$ cat src/rtl/tvbb_pkg.sv
// ----------------------------------------------------------------------------
// tvbb_pkg: shared types and constants
// Coordinate formats, configuration register indexes and reset values,
// and the lane and merge control bundles.
// ----------------------------------------------------------------------------
package tvbb_pkg;

    localparam int COORD_WIDTH = 16;
    localparam int FRAC_BITS   = 8;
    localparam int COEF_W      = 16;
    localparam int REG_W       = 2 * COEF_W;
    localparam int PROD_W      = COEF_W + COORD_WIDTH;
    localparam int SUM_W       = PROD_W + 2;
    localparam int NUM_AXES    = 3;
    localparam int NUM_REGS    = 2 * NUM_AXES;
    localparam int CFG_IDX_W   = 3;
    localparam int ROUND_BIAS  = (FRAC_BITS > 0) ? (1 << (FRAC_BITS - 1)) : 0;

    typedef logic signed [COORD_WIDTH-1:0] t_coord;
    typedef logic signed [COEF_W-1:0]      t_coef;
    typedef logic [REG_W-1:0]              t_cfg_word;

    localparam t_coord COORD_MAX = {1'b0, {(COORD_WIDTH-1){1'b1}}};
    localparam t_coord COORD_MIN = {1'b1, {(COORD_WIDTH-1){1'b0}}};

    // configuration register indexes
    typedef enum logic [CFG_IDX_W-1:0] {
        REG_ROW_X_COLS_01    = 3'd0,
        REG_ROW_X_COL2_TRANS = 3'd1,
        REG_ROW_Y_COLS_01    = 3'd2,
        REG_ROW_Y_COL2_TRANS = 3'd3,
        REG_ROW_Z_COLS_01    = 3'd4,
        REG_ROW_Z_COL2_TRANS = 3'd5
    } t_reg_idx;

    // identity matrix
    localparam t_cfg_word RST_ROW_X_COLS_01    = 32'h0000_0100;
    localparam t_cfg_word RST_ROW_X_COL2_TRANS = 32'h0000_0000;
    localparam t_cfg_word RST_ROW_Y_COLS_01    = 32'h0100_0000;
    localparam t_cfg_word RST_ROW_Y_COL2_TRANS = 32'h0000_0000;
    localparam t_cfg_word RST_ROW_Z_COLS_01    = 32'h0000_0000;
    localparam t_cfg_word RST_ROW_Z_COL2_TRANS = 32'h0000_0100;

    typedef struct packed {
        logic en1;
        logic en2;
        logic en3;
    } t_lane_ctl;

    typedef struct packed {
        logic take;
        logic first;
        logic last;
    } t_merge_ctl;

endpackage

$ cat src/rtl/tvbb_merge.sv
// ----------------------------------------------------------------------------
// tvbb_merge: running box and result register
// Folds the lane coordinates into per-axis minima and maxima and holds the
// box of a finished pass until it is taken.
// ----------------------------------------------------------------------------
module tvbb_merge (
    input  logic                 i_clk,
    input  logic                 i_rst_n,
    input  tvbb_pkg::t_merge_ctl i_ctl,
    input  tvbb_pkg::t_coord     i_coord [tvbb_pkg::NUM_AXES],
    input  logic                 i_stall,
    output logic                 o_valid,
    output tvbb_pkg::t_coord     o_min [tvbb_pkg::NUM_AXES],
    output tvbb_pkg::t_coord     o_max [tvbb_pkg::NUM_AXES]
);

    tvbb_pkg::t_coord r_min [tvbb_pkg::NUM_AXES];
    tvbb_pkg::t_coord r_max [tvbb_pkg::NUM_AXES];
    tvbb_pkg::t_coord n_min [tvbb_pkg::NUM_AXES];
    tvbb_pkg::t_coord n_max [tvbb_pkg::NUM_AXES];
    tvbb_pkg::t_coord r_box_min [tvbb_pkg::NUM_AXES];
    tvbb_pkg::t_coord r_box_max [tvbb_pkg::NUM_AXES];
    logic             r_valid;

    always_comb begin
        for (int a = 0; a < tvbb_pkg::NUM_AXES; a++) begin
            if (i_ctl.first) begin
                n_min[a] = i_coord[a];
                n_max[a] = i_coord[a];
            end else begin
                n_min[a] = (i_coord[a] < r_min[a]) ? i_coord[a] : r_min[a];
                n_max[a] = (i_coord[a] > r_max[a]) ? i_coord[a] : r_max[a];
            end
        end
    end

    always_ff @(posedge i_clk) begin
        if (!i_rst_n) begin
            r_valid <= 1'b0;
            for (int a = 0; a < tvbb_pkg::NUM_AXES; a++) begin
                r_min[a] <= tvbb_pkg::COORD_MAX;
                r_max[a] <= tvbb_pkg::COORD_MIN;
            end
        end else begin
            if (i_ctl.take) begin
                r_min <= n_min;
                r_max <= n_max;
            end
            // load a box when a pass ends, drop it once taken
            if (i_ctl.take && i_ctl.last) begin
                r_valid   <= 1'b1;
                r_box_min <= n_min;
                r_box_max <= n_max;
            end else if (!i_stall) begin
                r_valid <= 1'b0;
            end
        end
    end

    assign o_valid = r_valid;
    assign o_min   = r_box_min;
    assign o_max   = r_box_max;

endmodule

$ cat config.mk
export PLATFORM = sky130hd
export DESIGN_NAME = tvbb_merge
export DESIGN_NICKNAME = d
export VERILOG_FILES = /design/src/rtl/tvbb_pkg.sv /design/src/rtl/tvbb_merge.sv
export SDC_FILE = /design/constraint.sdc
export NUM_CORES = 1
export LEC_CHECK = 0
export ABC_AREA = 1
export BUFFER_PORTS_ARGS = -buffer_cell sky130_fd_sc_hd__buf_2
export CORE_ASPECT_RATIO = 1.75
export CORE_MARGIN = 5
export CORE_UTILIZATION = 55
export CTS_BUF_LIST = sky130_fd_sc_hd__clkbuf_4 sky130_fd_sc_hd__clkbuf_8
export DETAILED_ROUTE_END_ITERATION = 10
export GPL_TIMING_DRIVEN = 0
export PLACE_DENSITY = 0.77
export SKIP_CTS_REPAIR_TIMING = 1
export SLEW_MARGIN = 15
export SYNTH_ARGS = -nofsm -noshare
export SYNTH_HDL_FRONTEND = slang
export SYNTH_SLANG_ARGS = --single-unit
$ cat constraint.sdc
create_clock -name i_clk -period 10.1 [get_ports i_clk]
set_input_delay 2.02 -clock i_clk [delete_from_list [all_inputs] [get_ports i_clk]]
set_output_delay 2.02 -clock i_clk [all_outputs]
set_load 0.01 [all_outputs]
* After elaboration in Yosys (flattened, before gate mapping)
Index checks and enable logic that the tools add are counted.
** Storage, ports and cells
- Register bits :: 193
- Bits of input ports :: 54
- Output and inout port bits :: 97
- Logic and storage cells :: 36
** Cells by class
- Magnitude comparators :: 6
- Equality and inequality tests :: 1
- Multiplexer cells :: 14
- Reductions and logical operators :: 2
** Operators with widths (number)
- 2-to-1 mux 16 bit :: 12
- greater-than comparator 16 bit :: 3
- less-than comparator 16 bit :: 3
- 2-to-1 mux 1 bit :: 2
- != test 2 x 1 -> 1 bit, second input constant :: 1
- AND reduction 2 bit :: 1
- logical AND 1 bit :: 1

* Logic depth before layout (Yosys ltp)
- Word-level depth :: 3
- Depth in mapped cells :: 20
- Mapped depth without buffers :: 19

* Worst setup path after synthesis
No wires, ideal clock.
- Path type :: input to register
- Start :: input i_ctl[2] (netlist bit)
- End :: register r_box_max (netlist bit o_max[0]), enable pin
- Library setup time :: 0.552 ns
- Arrival time :: 6.665 ns
- Required time :: 9.548 ns
- Path slack :: 2.884 ns
- Cell stages on the path :: 4
- Buffers on the path :: 2
- Cell sequence :: clkbuf_1 -> clkbuf_1 -> nand2_1 -> nor2_1
** On the way
- Word-level cells in the longest chain between the ends :: 2
** RTL lines
- start: declaration :: line tvbb_merge.sv:9 : input tvbb_pkg::t_merge_ctl i_ctl,
- logical AND 1 bit :: line tvbb_merge.sv:50 : if (i_ctl.take && i_ctl.last) begin
- AND reduction 2 bit (no line)
- end signal: assignment :: line tvbb_merge.sv:53 : r_box_max <= n_max;
- end: declaration :: line tvbb_merge.sv:22 : tvbb_pkg::t_coord r_box_max [tvbb_pkg::NUM_AXES];
Every way passes these cells.
A chain may end at the register's enable or synchronous reset.

* Worst setup path in the final report
- Start :: input i_ctl[2] (netlist bit)
- End :: register r_box_max (netlist bit o_max[29]), enable pin
The elaborated chain is that of the path after synthesis.

==> key figures <==
Placed design
  • GPL Wtd Cong: 0.8863
  • Dpl hpwl: between 20,000 and 25,000 µm
  • PortBufs: 150

Synthesis
  • Leading area contributor after synthesis: edfxtp_1
  • Syn Area/Cell: 8.060 µm²
  • Netlist cell types: 29
  • Syn_nets: 1,452
  • Area share of the largest cell type after synthesis: 27.41%
  • Synth area leaders: edfxtp_1 27%, dfxtp_1 18%, nand2_1 13%
  • YS warnings: 0
  • Syn Inst Count: between 1k and 1.5k
  • Sequential share of the synthesized area: 45.87%
  • Seq cells post-synth: 193
  • Synthesized area: approximately 11,000 µm²

Routing
  • Via density: roughly 5.3
  • DRT Wirelength: around 26,000 µm
  • Pre-antenna DRT Iters: 7
  • Vias: 9,168
  • DR iter-0 viols: about 570
  • Post-route ant nets: 0
  • DRC: 0
  • Routed len/inst: 15.28 µm

Worst setup path
  • CP Data Arrival Time: ~4.2 ns
  • Crit path max-delay cell type: clkbuf_1
  • FF-to-FF setup slack: roughly 7.6 ns
  • Worst-path cell chain: buf_2 -> clkbuf_1 -> clkbuf_1 -> nand2_1 -> nor2_4 -> buf_16 -> buf_12
  • Critical path's largest stage delay: ~0.47 ns
  • Worst flop-to-flop path startpoint: r_max[47]
  • CP Class: in -> reg
  • Worst setup EP type: flop
  • Crit start category: primary input
  • RR Endpoint: o_max[47]
  • R2R depth: 12
  • Top cell by count, worst path: clkbuf_1
  • CP Max Fanout: 31
  • Worst Path Required: a little over 10 ns

STA
  • Hold Fails Final Rpt: 0
  • Min Hold Slack: about 0.48 ns
  • Layout Skew: roughly 0.016 ns
  • Fin. max-slew vios: 0
  • Worst Max-Slew Pin Slew: about 0.67 ns
  • Fin crit share: slightly below 40%
  • Setup TNS: 0 ns
  • RSZ-0062 raised after global routing: no
  • Fmax: about 0.25 GHz
  • Rel. slew slack: between 50% and 60%
  • Final worst path period need: about 4 ns
  • Final setup vio count: 0

Floorplan
  • Starting Density: between 50% and 60%
  • Die Span X: 114.5 µm
  • IO Count: between 150 and 200
  • Row count: 67
  • Die area: 22,100 µm²
  • Core area: 19,030 µm²
  • Die height: 192.9 µm

Job
  • Max Cap Viol: 0

CTS
  • CTS Root Cell: clkbuf_8
  • Number of CTS-inserted buffers: 17
  • Worst-path clk slew: 0.10 ns
  • Worst-skew pair later-pin latency: approximately 0.48 ns
  • H-tree depth: 4
  • CTS tree: done
  • Max Buffers Root-to-Sink: 2
  • CTS sink cnt: roughly 190

Global routing
  • Total track usage: roughly 24%
  • Vias in the first global route: 8,987
  • Largest net degree at the start of global routing: 32
  • Gr ovfl total: 0
  • Initial antenna violation count: 2
  • Global-route wire length before repair: between 40,000 and 50,000 µm

Layout
  • Multi-input combinational cell area: around 4700 µm²
  • Most frequent cells in the layout: 370 x nand2_1, 196 x inv_1, 161 x buf_2
  • Filler cells: between 1.5k and 2k
  • Commonest non-fill, non-tap cell in the layout: nand2_1
  • Layout cell share with drive strength beyond 1: between 10% and 20%
  • P&R area growth vs syn: 14.13%
  • Fin nets: about 1.6k
  • Reg area: ~4800 µm²

Power
  • Pwr Density: approximately 150 nW/µm²
  • IR drop worst, VDD: 0.07526 mV
  • Leak: a little over 6 nW

Worst hold path
  • Min-Delay Startpoint: r_min[41]
  • Worst Hold Path EP: r_min[41]
  • Cell depth of the worst hold path: 2
  • Hold Path Class: reg -> reg

Outcome
  • Status: finished, final reports clean
## sequential cells by signal, summed over array words and instances, names as in the netlist
| register | flops |
|---|---|
| o_max | 48 |
| o_min | 48 |
| o_valid | 1 |
| r_max | 48 |
| r_min | 48 |
## cell families (layout without fill, tap and decap cells)
kind of cell | count (synthesis) | after routing | synth area share [%]
adder cells (fa/ha/maj) | 93 | 93 | 11.06
buffers and inverters | 253 | 437 | 9.456
other | 0 | 2 | 0
AO/OA/AOI/OAI | 177 | 177 | 8.945
AND/OR/NAND/NOR | 589 | 589 | 24.67
flip-flops | 193 | 193 | 45.87
## synth_stat cells
cell and instances:
nor2_1 30, nand3_4 1, o21ai_2 10, ha_1 93, buf_2 11, nor4_2 1
inv_2 3, o21ai_0 10, edfxtp_1 96, a21o_1 4, nand3_1 121, a21oi_1 130
o21ai_1 20, clkinv_1 1, nand4_1 20, nand2_4 1, buf_4 4, buf_12 1
o21a_1 3, nand2_2 11, nand3_2 11, nand2_1 370, nor3_1 4, clkbuf_1 35
inv_1 196, dfxtp_1 97, buf_1 2, and2_1 18, nor3_2 1
## critical path, delay by kind of cell
family	cells	cell delay [ns]
AND/OR/NAND/NOR	2	0.62
buffers and inverters	5	1.46
## worst max-delay path by stage
| stage | from | endpoint | slack, ns | cells past startpoint |
|---|---|---|---|---|
| finish | i_ctl[2] | o_max[29] | 6.12 | 7 |
| global route | i_ctl[2] | o_max[26] | 5.97 | 7 |
| CTS | i_ctl[2] | o_max[26] | 6.12 | 7 |
| detailed placement | i_ctl[2] | o_min[18] | 5.63 | 7 |
| global placement | i_ctl[2] | o_max[21] | 0.76 | 5 |
| floorplan | i_ctl[2] | o_max[0] | 2.88 | 4 |
## power breakdown
| part | internal [mW] | leakage [nW] | switching, mW |
|---|---|---|---|
| registers | 0.883 | 1.69 | 0.0209 |
| logic | 0.143 | 4.37 | 0.273 |
| clock network | 0.196 | 0.173 | 0.279 |
| total | 1.22 | 6.23 | 0.573 |
## metal layers
metal / up-vias / wire length (µm) / global-route usage (%)
li1: 4601 / - / -
met2: 274 / 14280 / 45.87
met4: 0 / 779 / 9.831
met5: - / 0 / 0
met3: 57 / 1233 / 3.623
met1: 4236 / 10180 / 26.48
## layout make-up
class	instances	area share, %
Sequential cell	193	40.19
Inverter	200	6.253
Antenna cell	2	0.04169
Clock inverter	13	0.9380
Buffer	53	2.032
Clock buffer	18	2.011
Tap cell	241	2.512
Timing Repair Buffer	153	6.816
Multi-Input combinational cell	859	39.21
## through the flow
| stage | area (µm²) | instances | setup slack (ns) | util [%] | power [mW] |
|---|---|---|---|---|---|
| 2_1_floorplan | 10520 | 1305 | 2.884 | - | 1.205 |
| 3_3_place_gp | 11570 | 1696 | 0.7625 | 60.81 | 1.321 |
| 3_5_place_dp | 11650 | 1699 | 5.626 | 61.20 | 1.334 |
| 4_1_cts | 12000 | 1730 | 6.122 | 63.06 | 1.805 |
| 5_1_grt | 12010 | 1732 | 5.969 | 63.09 | 1.897 |
| 6_report | 12010 | 1732 | 6.121 | 63.09 | 1.795 |
Power figures use the tool's default switching activity.
