## config.mk

```make
export PLATFORM = sky130hd
export DESIGN_NAME = tvbb_lane
export DESIGN_NICKNAME = d
export VERILOG_FILES = /design/src/rtl/tvbb_pkg.sv /design/src/rtl/tvbb_lane.sv
export SDC_FILE = /design/constraint.sdc
export NUM_CORES = 2
export LEC_CHECK = 0
export ABC_AREA = 1
export BUFFER_PORTS_ARGS = -buffer_cell sky130_fd_sc_hd__buf_2
export CAP_MARGIN = 20
export CORE_ASPECT_RATIO = 1.75
export CORE_MARGIN = 5
export CORE_UTILIZATION = 40
export DETAILED_ROUTE_END_ITERATION = 8
export MAX_ROUTING_LAYER = met4
export PLACE_DENSITY = 0.55
export SYNTH_ARGS = -nofsm -noshare
export SYNTH_HDL_FRONTEND = slang
export SYNTH_SLANG_ARGS = --single-unit
```

## constraint.sdc

```tcl
create_clock -name i_clk -period 14.15 [get_ports i_clk]
set_clock_uncertainty 0.15 [all_clocks]
set_input_delay 2.83 -clock i_clk [delete_from_list [all_inputs] [get_ports i_clk]]
set_output_delay 2.83 -clock i_clk [all_outputs]
set_load 0.005 [all_outputs]
```

## src/rtl/tvbb_pkg.sv

```systemverilog
// ----------------------------------------------------------------------------
// tvbb_pkg: shared types and constants
// Coordinate formats, configuration register indexes and reset values,
// and the lane and merge control bundles.
// ----------------------------------------------------------------------------
package tvbb_pkg;

    localparam int COORD_WIDTH = 16;
    localparam int FRAC_BITS   = 8;
    localparam int COEF_W      = 16;
    localparam int REG_W       = 2 * COEF_W;
    localparam int PROD_W      = COEF_W + COORD_WIDTH;
    localparam int SUM_W       = PROD_W + 2;
    localparam int NUM_AXES    = 3;
    localparam int NUM_REGS    = 2 * NUM_AXES;
    localparam int CFG_IDX_W   = 3;
    localparam int ROUND_BIAS  = (FRAC_BITS > 0) ? (1 << (FRAC_BITS - 1)) : 0;

    typedef logic signed [COORD_WIDTH-1:0] t_coord;
    typedef logic signed [COEF_W-1:0]      t_coef;
    typedef logic [REG_W-1:0]              t_cfg_word;

    localparam t_coord COORD_MAX = {1'b0, {(COORD_WIDTH-1){1'b1}}};
    localparam t_coord COORD_MIN = {1'b1, {(COORD_WIDTH-1){1'b0}}};

    // configuration register indexes
    typedef enum logic [CFG_IDX_W-1:0] {
        REG_ROW_X_COLS_01    = 3'd0,
        REG_ROW_X_COL2_TRANS = 3'd1,
        REG_ROW_Y_COLS_01    = 3'd2,
        REG_ROW_Y_COL2_TRANS = 3'd3,
        REG_ROW_Z_COLS_01    = 3'd4,
        REG_ROW_Z_COL2_TRANS = 3'd5
    } t_reg_idx;

    // identity matrix
    localparam t_cfg_word RST_ROW_X_COLS_01    = 32'h0000_0100;
    localparam t_cfg_word RST_ROW_X_COL2_TRANS = 32'h0000_0000;
    localparam t_cfg_word RST_ROW_Y_COLS_01    = 32'h0100_0000;
    localparam t_cfg_word RST_ROW_Y_COL2_TRANS = 32'h0000_0000;
    localparam t_cfg_word RST_ROW_Z_COLS_01    = 32'h0000_0000;
    localparam t_cfg_word RST_ROW_Z_COL2_TRANS = 32'h0000_0100;

    typedef struct packed {
        logic en1;
        logic en2;
        logic en3;
    } t_lane_ctl;

    typedef struct packed {
        logic take;
        logic first;
        logic last;
    } t_merge_ctl;

endpackage

```

## src/rtl/tvbb_lane.sv

```systemverilog
// ----------------------------------------------------------------------------
// tvbb_lane: one affine row
// Three-stage dot product of a vertex with one matrix row, rounded to the
// coordinate format and saturated.
// ----------------------------------------------------------------------------
module tvbb_lane (
    input  logic                      i_clk,
    input  tvbb_pkg::t_lane_ctl       i_ctl,
    input  tvbb_pkg::t_cfg_word       i_cols_01,
    input  tvbb_pkg::t_cfg_word       i_col2_trans,
    input  tvbb_pkg::t_coord          i_x,
    input  tvbb_pkg::t_coord          i_y,
    input  tvbb_pkg::t_coord          i_z,
    output tvbb_pkg::t_coord          o_coord
);

    tvbb_pkg::t_coef c0, c1, c2, tr;

    logic signed [tvbb_pkg::PROD_W-1:0] n_p0, n_p1, n_p2;
    logic signed [tvbb_pkg::PROD_W-1:0] r_p0, r_p1, r_p2;
    tvbb_pkg::t_coef                    r_tr;

    logic signed [tvbb_pkg::SUM_W-1:0]  n_a, n_b, r_a, r_b;
    logic signed [tvbb_pkg::SUM_W-1:0]  total, shifted;
    tvbb_pkg::t_coord                   n_coord, r_coord;

    assign c0 = i_cols_01[tvbb_pkg::COEF_W-1:0];
    assign c1 = i_cols_01[tvbb_pkg::REG_W-1:tvbb_pkg::COEF_W];
    assign c2 = i_col2_trans[tvbb_pkg::COEF_W-1:0];
    assign tr = i_col2_trans[tvbb_pkg::REG_W-1:tvbb_pkg::COEF_W];

    // stage 1: products
    always_comb begin
        n_p0 = tvbb_pkg::PROD_W'(c0) * tvbb_pkg::PROD_W'(i_x);
        n_p1 = tvbb_pkg::PROD_W'(c1) * tvbb_pkg::PROD_W'(i_y);
        n_p2 = tvbb_pkg::PROD_W'(c2) * tvbb_pkg::PROD_W'(i_z);
    end

    // stage 2: pairwise sums, translation scaled to product fraction
    always_comb begin
        n_a = tvbb_pkg::SUM_W'(r_p0) + tvbb_pkg::SUM_W'(r_p1);
        n_b = tvbb_pkg::SUM_W'(r_p2)
            + (tvbb_pkg::SUM_W'(r_tr) <<< tvbb_pkg::FRAC_BITS);
    end

    // stage 3: round half up, floor shift, saturate
    always_comb begin
        total   = r_a + r_b + tvbb_pkg::SUM_W'(tvbb_pkg::ROUND_BIAS);
        shifted = total >>> tvbb_pkg::FRAC_BITS;
        if (shifted > tvbb_pkg::SUM_W'(tvbb_pkg::COORD_MAX)) begin
            n_coord = tvbb_pkg::COORD_MAX;
        end else if (shifted < tvbb_pkg::SUM_W'(tvbb_pkg::COORD_MIN)) begin
            n_coord = tvbb_pkg::COORD_MIN;
        end else begin
            n_coord = shifted[tvbb_pkg::COORD_WIDTH-1:0];
        end
    end

    always_ff @(posedge i_clk) begin
        if (i_ctl.en1) begin
            r_p0 <= n_p0;
            r_p1 <= n_p1;
            r_p2 <= n_p2;
            r_tr <= tr;
        end
        if (i_ctl.en2) begin
            r_a <= n_a;
            r_b <= n_b;
        end
        if (i_ctl.en3) begin
            r_coord <= n_coord;
        end
    end

    assign o_coord = r_coord;

endmodule

```

== Yosys cells after proc, flatten, opt, wreduce, memory -nomap -nowiden ==
Index checks and enable logic that the tools add are counted.
Word-level totals
  bits in registers: 196
  input bits: 116
  output and inout port bits: 16
  logic and storage cells: 17
Operators by class
  $add $sub $neg: 4
  $mul: 3
  magnitude comparators: 2
  mux-type cells: 1
Operators with widths (number)
  $mul A16 B16 Y32: 3
  $add A34 B34 Y34: 1
  $add A34 B9 Y34 const B: 1
  $add A32 B24 Y33: 1
  $add A32 B32 Y33: 1
  $gt A26 B16 Y1 const B: 1
  $lt A26 B16 Y1 const B: 1
  $mux W16: 1

== Logic depth before layout (Yosys ltp) ==
  word-level depth: 4
  depth in mapped cells: 27
  gate-level depth less buffers: 25

== Least setup slack after synthesis ==
OpenSTA, ideal clock, no wires.
  path type: input to register
  start point: in i_z[5]
  end point: reg r_p2[29] (netlist name) (data pin)
  arrival time: 8089 ps
  data required time: 13740 ps
  path slack: 5651 ps
  cell stages on the path: 24
  path buffers: 2
  cells stage by stage: clkbuf_1 -> clkbuf_1 -> nand2_1 -> fa_1 -> inv_1 -> fa_1 -> fa_1 -> fa_1 -> fa_1 -> inv_1 -> fa_1 -> inv_1 -> ha_1 -> nand2_1 -> nor2_1 -> inv_1 -> nor2_1 -> nand2_1 -> o211ai_1 -> nand2_1 -> nand2_1 -> nand3_1 -> nand2_1 -> xor2_1
On the way
  word-level cells in the longest chain between the ends: 1
Ends and longest elaborated chain
  start: declaration: line tvbb_lane.sv:13  | input tvbb_pkg::t_coord i_z,
  $mul A16 B16 Y32: line tvbb_lane.sv:36  | n_p2 = tvbb_pkg::PROD_W'(c2) * tvbb_pkg::PROD_W'(i_z);
  named net n_p2 (one bit): line tvbb_lane.sv:19  | logic signed [tvbb_pkg::PROD_W-1:0] n_p0, n_p1, n_p2;
  end signal: assignment: line tvbb_lane.sv:63  | r_p2 <= n_p2;
  end: declaration: line tvbb_lane.sv:20  | logic signed [tvbb_pkg::PROD_W-1:0] r_p0, r_p1, r_p2;
The timed path passes the listed nets, and every way through them passes these cells.
A chain may end at the register's enable or synchronous reset.

== Worst setup path after layout ==
  start point: in i_cols_01[15]
  end point: reg r_p0[26] (netlist name) (data pin)
On the way
  word-level cells in the longest chain between the ends: 1
Ends and longest elaborated chain
  start: declaration: line tvbb_lane.sv:9  | input tvbb_pkg::t_cfg_word i_cols_01,
  $mul A16 B16 Y32: line tvbb_lane.sv:34  | n_p0 = tvbb_pkg::PROD_W'(c0) * tvbb_pkg::PROD_W'(i_x);
  named net n_p0 (one bit): line tvbb_lane.sv:19
  end signal: assignment: line tvbb_lane.sv:61  | r_p0 <= n_p0;
  end: declaration: line tvbb_lane.sv:20
The timed path passes the listed nets, and every way through them passes these cells.

==> reports/qor.csv <==
stage,metric,value,unit
clock_network,htree depth,4,
clock_network,CTS tree,yes,
die,effective utilization at floorplan,40.3,%
route,initial DRC count,1438,
route,vias post-DR,30400,
placed_design,routability cong.,0.928,
global_route,first-pass GRT wire length,183,mm
logic_synthesis,YS warnings,0,
finish,Final Non-Filler Cells,6282,
worst_setup_path,worst-path maximum fanout,16,
worst_setup_path,Critical Path AT,8860,ps
clock_network,Clock Pin Slew Worst Setup and Hold Paths,70,ps
clock_network,CTS Root Cell,clkbuf_16,
die,Core ar.,0.103,mm^2
global_route,vias in the first global route,33400,
clock_network,Sink Count,194,
run,Max Cap Violations,0,
finish,Post-layout nets,6187,
global_route,all-layer global routing usage,21.8,%
logic_synthesis,Synth Instances,4941,
finish,Final Instance Area,0.0439,mm^2
worst_setup_path,Setup crit end kind,flip-flop,
worst_setup_path,startpoint types,primary input,
logic_synthesis,synth unique cells,48,
logic_synthesis,sequential share of the synthesized area,14.0,%
worst_setup_path,critical path class,primary input to flip-flop,
timing,Final period util,62.4,%
route,DR vias/cell,4.84,
die,DIE HEIGHT,437,um
timing,RSZ-0062 raised after global routing,no,
die,die width,254,um
timing,fin crit period,8830,ps
route,DRC violations left,0,
clock_network,Setup Buffers After CTS,0,
logic_synthesis,Yosys reg bits,194,
clock_network,Num CTS Buffers,17,
clock_network,maximum root-to-sink buffer count,2,
placed_design,placed cells,6242,
die,Ports,132,
die,Placement Rows,156,
timing,FMAX,0.113,GHz
die,die area,0.111,mm^2
clock_network,hold_buf cts,0,
logic_synthesis,Syn Area/Cell,8.42,um^2
route,routed len/inst,18.3,um
logic_synthesis,Mapped Area,0.0416,mm^2
placed_design,PortBufs,131,
logic_synthesis,Post-synth EDFFs,194,
clock_network,cts repair resizes,0,
finish,ratio of cells with drive above 1 in the final layout,4.36,%
timing,worst slew pin tran,900,ps
logic_synthesis,ys flop type,edfxtp_1,
global_route,initial antenna violation count,8,
route,Final ANT Viol Nets,0,
timing,Final TNS setup,0,ps
clock_network,clock latency on the worst-skew pair,460,ps
placed_design,dpl hpwl,99.3,mm
timing,relative slew slack,40.0,%
route,Initial DRT Pass Iterations,5,
timing,"Hold Violations, Final",0,
route,drt total wl,115,mm
placed_design,area of placed instances,0.0433,mm^2
finish,Layout area overhead,5.47,%
outcome,outcome,"complete, no violations",
worst_hold_path,Worst Hold Class,flip-flop to flip-flop,
logic_synthesis,ys async rst share,0,%
timing,fin. max-slew vios,0,
worst_setup_path,WP data required,14190,ps
timing,final setup vio count,0,
global_route,grt ovf,0,
global_route,largest net degree at the start of global routing,71,
logic_synthesis,Synth Net Count,6210,
cells in the mapped netlist, types with 5 or more instances:
cell type | instances | area (um^2)
a21boi_0 | 13 | 97.6
a21o_1 | 18 | 135
a21oi_1 | 184 | 921
a31oi_1 | 10 | 62.6
clkbuf_1 | 171 | 642
edfxtp_1 | 194 | 5830
fa_1 | 788 | 15800
ha_1 | 365 | 4570
inv_1 | 1411 | 5300
nand2_1 | 1162 | 4360
nand2_2 | 22 | 138
nand3_1 | 68 | 340
nand3b_1 | 5 | 37.5
nand4_1 | 12 | 75.1
nor2_1 | 155 | 582
nor3_1 | 21 | 105
o211ai_1 | 6 | 45.0
o21a_1 | 5 | 37.5
o21ai_0 | 80 | 400
o21bai_1 | 16 | 120
or2_2 | 13 | 81.3
xnor2_1 | 67 | 587
xor2_1 | 111 | 972
layer usage:
metal | GRT usage (%) | wire [um]
met1 | 21.8 | 39700
met2 | 42.9 | 66600
met3 | 1.49 | 2980
met4 | 8.97 | 5890
met5 | - | 0
cell families after synthesis:
family | Yosys count | share of synthesized area [%]
adder cells (fa/ha/maj) | 1153 | 48.9
flip-flops | 194 | 14.0
buffers and inverters | 1589 | 14.4
AO/OA/AOI/OAI | 352 | 4.75
XOR/XNOR | 179 | 3.81
AND/OR/NAND/NOR | 1474 | 14.1
sequential cells by signal, summed over array words and instances (netlist names):
signal,count
r_p2,32
r_a,33
r_p1,32
o_coord,16
r_b,33
r_p0,32
r_tr,16
worst max-delay path, stage by stage:
cell      delay, ps
buf_2           220
nand2_1         170
inv_1            90
fa_1            800
fa_1            510
fa_1            490
fa_1            530
fa_1            510
inv_1            50
fa_1            480
inv_1            50
ha_1            370
nand2_1         110
nor3_1          580
nand4_1         190
nand3_1         280
nand2_1          80
nand2_1         130
a21boi_0        160
xnor2_1         190
per-stage QoR:
| stage | worst slack, ps | util, % | hold WS [ps] |
|---|---|---|---|
| 2_1_floorplan | 5650 | - | 250 |
| 3_3_place_gp | 4840 | 41.9 | 394 |
| 3_5_place_dp | 4860 | 41.9 | 388 |
| 4_1_cts | 5310 | 42.5 | 409 |
| 5_1_grt | 5220 | 42.5 | 397 |
| 6_report | 5320 | 42.5 | 400 |
layout make-up:
type / count / area, um^2
Sequential cell: 194 / 5830
Clock buffer: 17 / 425
Tap cell: 1343 / 1680
Timing Repair Buffer: 133 / 673
Inverter: 1414 / 5310
Clock inverter: 15 / 166
Antenna cell: 8 / 20.0
Multi-Input combinational cell: 3158 / 29800
Fill cell: 10500 / 59400
cells in the final DEF, fill, tap and decap left out, types with 4 or more instances in the layout:
| master | count |
|---|---|
| xor2_1 | 111 |
| fa_1 | 788 |
| inv_6 | 4 |
| edfxtp_1 | 194 |
| nand4_1 | 12 |
| nor2_1 | 155 |
| nor4_1 | 4 |
| a21o_1 | 18 |
| a31oi_1 | 10 |
| buf_2 | 130 |
| nand2_2 | 22 |
| o21ai_1 | 4 |
| diode_2 | 8 |
| o21a_1 | 5 |
| nor3_1 | 21 |
| nand3b_1 | 5 |
| xnor2_1 | 67 |
| clkbuf_16 | 17 |
| o21ai_0 | 80 |
| or2_2 | 13 |
| a21boi_0 | 13 |
| o21bai_1 | 16 |
| ha_1 | 365 |
| nand3_1 | 68 |
| o211ai_1 | 6 |
| a21oi_1 | 184 |
| inv_1 | 1411 |
| a211oi_1 | 4 |
| nand2_1 | 1162 |
path summary, 6_finish.rpt:
kind                                    start       end  slack, ps  cells past startpoint
worst min register to register        r_p2[5]    r_b[5]        400                      0
worst max register to register        r_p2[8]   r_b[30]      10780                     12
worst max-delay path            i_cols_01[15]  r_p0[26]       5320                     20
worst min-delay path                  r_p2[5]    r_b[5]        400                      0
Power is not shown: default switching activity piles up to over one toggle a cycle in this logic, so the estimate is an artifact.
